$ cat config.mk
export PLATFORM = sky130hd
export DESIGN_NAME = stq_ctrl
export DESIGN_NICKNAME = d
export VERILOG_FILES = /design/src/rtl/stq_pkg.sv /design/src/rtl/stq_ctrl.sv
export SDC_FILE = /design/constraint.sdc
export NUM_CORES = 1
export LEC_CHECK = 0
export BUFFER_PORTS_ARGS = -buffer_cell sky130_fd_sc_hd__buf_4
export CORE_UTILIZATION = 25
export DETAILED_ROUTE_END_ITERATION = 6
export GPL_ROUTABILITY_DRIVEN = 1
export PLACE_DENSITY_LB_ADDON = 0.25
export REMOVE_ABC_BUFFERS = 1
export SLEW_MARGIN = 15
export SYNTH_ARGS = -nofsm -noshare
export SYNTH_HDL_FRONTEND = slang
export SYNTH_SLANG_ARGS = --single-unit
$ cat constraint.sdc
create_clock -name clk -period 4.36 [get_ports clk]
set_input_delay 0.872 -clock clk [delete_from_list [all_inputs] [get_ports clk]]
set_output_delay 0.872 -clock clk [all_outputs]
set_load 0.01 [all_outputs]
$ cat src/rtl/stq_pkg.sv
// Shared types and codes for the stack-to-dual-queue engine.
`timescale 1ns / 1ps

package stq_pkg;

  // Operation codes
  localparam logic [1:0] OP_PUSH = 2'd0;
  localparam logic [1:0] OP_POP  = 2'd1;
  localparam logic [1:0] OP_ENQ  = 2'd2;
  localparam logic [1:0] OP_DEQ  = 2'd3;

  // Status codes
  localparam logic [1:0] ST_DONE  = 2'd0;
  localparam logic [1:0] ST_EMPTY = 2'd1;
  localparam logic [1:0] ST_FULL  = 2'd2;

  localparam int unsigned DATA_W = 32;

  // Input beat
  typedef struct packed {
    logic [1:0]               operation;
    logic                     queue_select;
    logic signed [DATA_W-1:0] push_value;
  } stq_in_t;

  // Result beat
  typedef struct packed {
    logic                     value_valid;
    logic signed [DATA_W-1:0] dequeued_value;
    logic [1:0]               status;
  } stq_out_t;

  // Control status from the sequencer to the output stage
  typedef struct packed {
    logic busy;       // memory read in flight, no new beat taken
    logic res_valid;  // a result is ready to load this cycle
  } stq_stat_t;

endpackage

$ cat src/rtl/stq_ctrl.sv
// Sequencer: stack and queue pointers, holding register, memory requests.
`timescale 1ns / 1ps

module stq_ctrl #(
  parameter int unsigned STACK_DEPTH = 256,
  parameter int unsigned QUEUE_DEPTH = 256
) (
  input  logic                             clk,
  input  logic                             rst_n,
  input  logic                             acc,
  input  stq_pkg::stq_in_t                 in_data,
  // stack memory
  output logic                             stk_we,
  output logic [$clog2(STACK_DEPTH)-1:0]   stk_waddr,
  output logic [stq_pkg::DATA_W-1:0]       stk_wdata,
  output logic                             stk_re,
  output logic [$clog2(STACK_DEPTH)-1:0]   stk_raddr,
  input  logic [stq_pkg::DATA_W-1:0]       stk_rdata,
  // queue memory, both queues, queue select is the top address bit
  output logic                             q_we,
  output logic [$clog2(QUEUE_DEPTH):0]     q_waddr,
  output logic [stq_pkg::DATA_W-1:0]       q_wdata,
  output logic                             q_re,
  output logic [$clog2(QUEUE_DEPTH):0]     q_raddr,
  input  logic [stq_pkg::DATA_W-1:0]       q_rdata,
  // to output stage
  output stq_pkg::stq_stat_t               stat,
  output stq_pkg::stq_out_t                res
);

  localparam int unsigned SAW = $clog2(STACK_DEPTH);
  localparam int unsigned SFW = $clog2(STACK_DEPTH + 1);
  localparam int unsigned QAW = $clog2(QUEUE_DEPTH);
  localparam int unsigned QFW = $clog2(QUEUE_DEPTH + 1);

  logic [SFW-1:0]             stk_fill_r, stk_fill_nxt;
  logic [SFW-1:0]             stk_top;
  logic [stq_pkg::DATA_W-1:0] held_r, held_nxt;
  logic [QAW-1:0]             q_head_r [2];
  logic [QAW-1:0]             q_head_nxt [2];
  logic [QAW-1:0]             q_tail_r [2];
  logic [QAW-1:0]             q_tail_nxt [2];
  logic [QFW-1:0]             q_fill_r [2];
  logic [QFW-1:0]             q_fill_nxt [2];
  logic                       pend_pop_r, pend_pop_nxt;
  logic                       pend_deq_r, pend_deq_nxt;
  logic                       pend;
  logic                       sel;
  logic                       stk_full, stk_empty, q_full, q_empty;
  logic [1:0]                 status;

  // index advance with wrap at the queue depth
  function automatic logic [QAW-1:0] wrap_inc(input logic [QAW-1:0] idx);
    logic [QAW-1:0] n;
    n = idx + QAW'(1);
    if (idx == QAW'(QUEUE_DEPTH - 1)) begin
      n = '0;
    end
    return n;
  endfunction

  assign sel       = in_data.queue_select;
  assign stk_full  = (stk_fill_r == SFW'(STACK_DEPTH));
  assign stk_empty = (stk_fill_r == '0);
  assign q_full    = (q_fill_r[sel] == QFW'(QUEUE_DEPTH));
  assign q_empty   = (q_fill_r[sel] == '0);
  assign stk_top   = stk_fill_r - SFW'(1);
  assign pend      = pend_pop_r | pend_deq_r;

  // decode the operation into memory requests and a status
  always_comb begin
    stk_we = 1'b0;
    stk_re = 1'b0;
    q_we   = 1'b0;
    q_re   = 1'b0;
    status = stq_pkg::ST_DONE;
    case (in_data.operation)
      stq_pkg::OP_PUSH: begin
        if (stk_full) status = stq_pkg::ST_FULL;
        else stk_we = acc;
      end
      stq_pkg::OP_POP: begin
        if (stk_empty) status = stq_pkg::ST_EMPTY;
        else stk_re = acc;
      end
      stq_pkg::OP_ENQ: begin
        if (q_full) status = stq_pkg::ST_FULL;
        else q_we = acc;
      end
      stq_pkg::OP_DEQ: begin
        if (q_empty) status = stq_pkg::ST_EMPTY;
        else q_re = acc;
      end
      default: begin
        status = stq_pkg::ST_DONE;
      end
    endcase
  end

  // memory addresses and write data
  assign stk_waddr = stk_fill_r[SAW-1:0];
  assign stk_raddr = stk_top[SAW-1:0];
  assign stk_wdata = in_data.push_value;
  assign q_waddr   = {sel, q_tail_r[sel]};
  assign q_raddr   = {sel, q_head_r[sel]};
  assign q_wdata   = held_r;

  // pointer and holding register updates
  always_comb begin
    stk_fill_nxt = stk_fill_r;
    held_nxt     = held_r;
    q_head_nxt   = q_head_r;
    q_tail_nxt   = q_tail_r;
    q_fill_nxt   = q_fill_r;
    pend_pop_nxt = stk_re;
    pend_deq_nxt = q_re;
    if (stk_we) stk_fill_nxt = stk_fill_r + SFW'(1);
    if (stk_re) stk_fill_nxt = stk_top;
    if (pend_pop_r) held_nxt = stk_rdata;
    if (q_we) begin
      q_tail_nxt[sel] = wrap_inc(q_tail_r[sel]);
      q_fill_nxt[sel] = q_fill_r[sel] + QFW'(1);
    end
    if (q_re) begin
      q_head_nxt[sel] = wrap_inc(q_head_r[sel]);
      q_fill_nxt[sel] = q_fill_r[sel] - QFW'(1);
    end
  end

  always_ff @(posedge clk) begin
    if (!rst_n) begin
      stk_fill_r <= '0;
      held_r     <= '0;
      pend_pop_r <= 1'b0;
      pend_deq_r <= 1'b0;
      for (int i = 0; i < 2; i++) begin
        q_head_r[i] <= '0;
        q_tail_r[i] <= '0;
        q_fill_r[i] <= '0;
      end
    end else begin
      stk_fill_r <= stk_fill_nxt;
      held_r     <= held_nxt;
      pend_pop_r <= pend_pop_nxt;
      pend_deq_r <= pend_deq_nxt;
      for (int i = 0; i < 2; i++) begin
        q_head_r[i] <= q_head_nxt[i];
        q_tail_r[i] <= q_tail_nxt[i];
        q_fill_r[i] <= q_fill_nxt[i];
      end
    end
  end

  // result: immediate for non-reads, in the cycle after the request for memory reads
  always_comb begin
    res.value_valid    = 1'b0;
    res.dequeued_value = '0;
    res.status         = status;
    if (pend) begin
      res.value_valid    = pend_deq_r;
      res.dequeued_value = pend_deq_r ? q_rdata : '0;
      res.status         = stq_pkg::ST_DONE;
    end
  end

  assign stat.busy      = pend;
  assign stat.res_valid = pend | (acc & ~stk_re & ~q_re);

  // no beat is taken while a read is in flight
  a_no_acc_pend: assert property (@(posedge clk) disable iff (!rst_n)
    pend |-> !acc) else $error("beat accepted during pending read");

  // a read request always leads to its result the next cycle
  a_read_result: assert property (@(posedge clk) disable iff (!rst_n)
    (stk_re || q_re) |=> (pend && stat.res_valid))
    else $error("read result not produced");

  // fill counters stay within bounds
  a_stk_bound: assert property (@(posedge clk) disable iff (!rst_n)
    stk_fill_r <= SFW'(STACK_DEPTH)) else $error("stack fill overflow");

  a_q_bound: assert property (@(posedge clk) disable iff (!rst_n)
    (q_fill_r[0] <= QFW'(QUEUE_DEPTH)) && (q_fill_r[1] <= QFW'(QUEUE_DEPTH)))
    else $error("queue fill overflow");

endmodule

==> results <==
- From synthesis to final layout, the design area changed by 28.29%.
- The first routing iteration left 180 violations.
- TritonCTS built the clock tree.
- For this run, the number of standard cells in the final layout without fillers is between 1000 and 1500.
- The count of hold buffers inserted by post-cts repair is 0.
- At the worst endpoint, the arrival time is 3.11 ns.
- The worst min-delay path category is reg2reg.
- The repair_antennas step left the layout with diodes totalling 0.
- The final-report max-slew violation count is 0.
- The post-route setup TNS is 0 ns.
- The wire length after detailed routing is roughly 17 mm.
- The die outline area is roughly 23000 um2.
- The ratio of routed vias to standard cells is 4.818.
- The worst hold path depth is 2.
- The flow ran to the end, and the final reports show no timing, DRC or antenna violations.
- Clock latency on the worst-skew pair, taken at its later pin, is about 0.36 ns.
- Summing the sequential cell areas from Yosys gives approximately 34% of the chip area.
- The maximum fanout along the worst path is 15.
- Counting cells, the worst reg-to-reg path comes to 7.
- The starting utilization of the core area is between 20% and 30%.
- Counting both buffers and inverters, the worst setup path holds a total of 3.
- The cell taking the most area after synthesis is sky130_fd_sc_hd__dfxtp_1.
- The flip-flop and latch count after synthesis is 93.
- Data on the critical path is required at its endpoint by roughly 3.5 ns.
- The CTS clock-pin slew for the worst setup and hold paths is 0.07 ns.
- The achievable clock frequency is between 200 and 300 MHz.
- The finished cells cover 7071 um2.
- The number of routed nets with antenna violations is 0.
- The type of the worst setup path is in2out.
- The number of fill cells in the layout is 2193.
- For this block, the via count after detailed routing is slightly above 5000.
- In the routed design, unresolved DRC markers number 0.
- The die is approximately 150 um tall.
- The count of cells resized by post-cts repair is 0.
- The post-detailed-placement cell area is just under 7000 um2.
- The via count of the first global-routing pass is between 4000 and 5000.
- Entering global routing, the biggest net connects 44 pins.
- The clock sink count is between 90 and 100.
- Leaving out fill and tap cells, the most frequent cell in the layout is sky130_fd_sc_hd__buf_4.
- The number of maximum-capacitance constraint violations is 0.
- After synthesis, the cell types taking the most area are sky130_fd_sc_hd__dfxtp_1 (34%), sky130_fd_sc_hd__mux2i_1 (9.1%), sky130_fd_sc_hd__buf_4 (6.1%).
- The first global-routing pass estimated between 20 and 30 mm of wire.
- The number of enable-type register cells in the synthesized netlist is 0.
- The clock tree synthesis step divided the H-tree into 3 levels.
- The routability congestion estimate is 0.8150.
- Counting the buffers created by CTS gives 9.
- In this run, distinct cell masters in the synthesized netlist total 66.
- The placed cell count is between 1000 and 1500.
- The library cell appearing most often on the critical path is sky130_fd_sc_hd__buf_4.
- Before CTS, the worst setup slack after placement is 0.4021 ns.
- Setup violations remaining at the end of the flow were counted as 0.
- The worst setup path is captured at an output pin.
- The Yosys step of the flow raised 0 warnings.
- Cells with a size suffix above 1 make up between 20% and 30% of the layout.
- Traced cell by cell, the critical path runs through buf_4 -> mux2i_1 -> ha_1 -> nor4b_1 -> a22oi_2 -> o21ai_1 -> inv_1 -> buf_4.
- The post-route fraction of the period consumed by the critical path is 91.36%.
- Synthesis produced between 600 and 700 cells.
- The share of synthesized area in the top cell type comes to 33.78%.
- The clock tree buffer depth is 2.
- The die span in x is ~150 um.
- During placement, the flow inserted port buffers numbering ~180.
- The kind of start point of the critical path is an input port.
- The count of final hold-check violations came to 0.
- The cell area after synthesis is 5512 um2.
- The count of buffers added by post-CTS timing repair for setup is 0.
- Counting flops with an async set or reset pin after synthesis yields a share of 0%.
- The total power per unit cell area is 336.1 nW/um2.
- The logic depth of the worst path, buffers included is 8.
- The all-layer global routing usage is around 15%.
- The initial antenna violation count is 0.
- Setup repair after global routing left no endpoint under its margin.
- The cell class contributing the biggest share of worst-path delay is compound AO/OA/AOI/OAI gates.
- The slew at the pin with the worst max-slew slack is 0.8707 ns.
- The least setup slack across all paths after layout is between 0.3 and 0.4 ns.
- The floorplan has 53 rows.
- The total congestion overflow after global routing is 0.
- The first detailed-routing pass took 5 iterations.
- The relative slew slack is about two fifths.
- The wire-length estimate of the detail-placed layout is 12.83 mm.
- Across the VDD grid, the largest voltage drop is between 0.15 and 0.2 mV.
- The slowest stage of the critical path belongs to the cell sky130_fd_sc_hd__nor4b_1.
- The most used flip-flop cell after synthesis is sky130_fd_sc_hd__dfxtp_1.
- The floorplan step defined a core boundary enclosing 21290 um2.
- After detailed routing, the average wire length per cell comes to between 15 and 20 um.
- The average instance in the mapped netlist occupies 8.351 um2.
- Leaving out fill and tap cells, the most frequent cells in the layout are sky130_fd_sc_hd__buf_4 (183), sky130_fd_sc_hd__dfxtp_1 (92), sky130_fd_sc_hd__nand2_1 (62).
- After the last flow step, the layout net total stands at just under 900.
- For this design the top-level I/O count stands at around 240.
- The final critical-path required period is approximately 4 ns.
- The root buffer cell is sky130_fd_sc_hd__clkbuf_16.
- For this design the static power due to leakage is about 3.0 nW.
- The clock skew after layout is about 0.014 ns.
- The maximum single-stage delay on the critical path is 0.45 ns.
-- report_power, final --
| part | switching, mW | total (mW) | internal, mW |
|---|---|---|---|
| registers | 0.0458 | 0.926 | 0.881 |
| logic | 0.286 | 0.555 | 0.269 |
| clock network | 0.367 | 0.895 | 0.529 |
| total | 0.698 | 2.38 | 1.68 |
-- sequential cells by signal (all words and copies together) (netlist names), named ones only --
signal	flops
q_head_r	16
pend_pop_r	1
q_tail_r	16
pend_deq_r	1
q_wdata	32
q_fill_r	16
stk_fill_r	9
-- cells in the mapped netlist (all sizes together) (7+ instances only) --
cell type and count:
clkbuf 26, nand3b 7, mux2i 50, a21oi 34, a211oi 7, inv 22, o21ai 17, buf 57
xor2 15, xnor2 17, nand2 62, nor3 8, ha 7, mux2 11, nor2 56, o22ai 8
dfxtp 93, nand3 25, and2 35, o211ai 12
-- worst register-to-register path: stages, from the launching register on --
cell and delay, ns:
sky130_fd_sc_hd__dfxtp_1 0.36, sky130_fd_sc_hd__mux2i_1 0.22, sky130_fd_sc_hd__ha_1 0.31, sky130_fd_sc_hd__nor4bb_1 0.56
sky130_fd_sc_hd__o211ai_1 0.19, sky130_fd_sc_hd__nand2_1 0.50, sky130_fd_sc_hd__a2bb2oi_1 0.32, sky130_fd_sc_hd__mux2i_1 0.20
-- routing by layer --
metal	up-vias	track usage, %	share of wire (%)
li1	2505	-	-
met1	2324	19.31	44
met2	215	23.06	44
met3	18	6.879	10
met4	2	4.798	1.2
met5	-	2.955	0.39
-- final cells by class --
| type | instances | area, um2 | share of cell area (%) |
|---|---|---|---|
| clock inverter | 6 | 97.59 | 1.380 |
| inverter | 22 | 82.58 | 1.168 |
| multi-input combinational | 462 | 3070 | 43.43 |
| timing repair buffer | 183 | 1374 | 19.43 |
| clock buffer | 10 | 239.0 | 3.380 |
| sequential | 93 | 1863 | 26.35 |
| tap | 275 | 344.1 | 4.866 |
-- kinds of logic after synthesis --
logic type	share of synthesized area, %
flops	33.78
compound gates	15.39
mux	11.33
buf+inv	10.51
fa+ha+maj	1.589
simple gates	22.32
xor+xnor	5.085
-- path summary, 6_finish.rpt --
check | from | endpoint | slack, ns
max | in_data[32] | q_we | 0.38
min | q_head_r[12] | q_head_r[12] | 0.46
max reg2reg | register | q_fill_r[12] | 1.63
min reg2reg | q_head_r[12] | q_head_r[12] | 0.46
-- per-stage QoR --
stage	power, mW	util (%)	hold slack, ns
floorplan	1.229	-	0.4312
global placement	1.500	31.63	0.4419
detailed placement	1.499	31.63	0.4508
CTS	2.411	33.22	0.4611
global route	2.505	33.22	0.4875
finish	2.376	33.22	0.4559
Note: power is estimated with default switching activity, not from simulation.
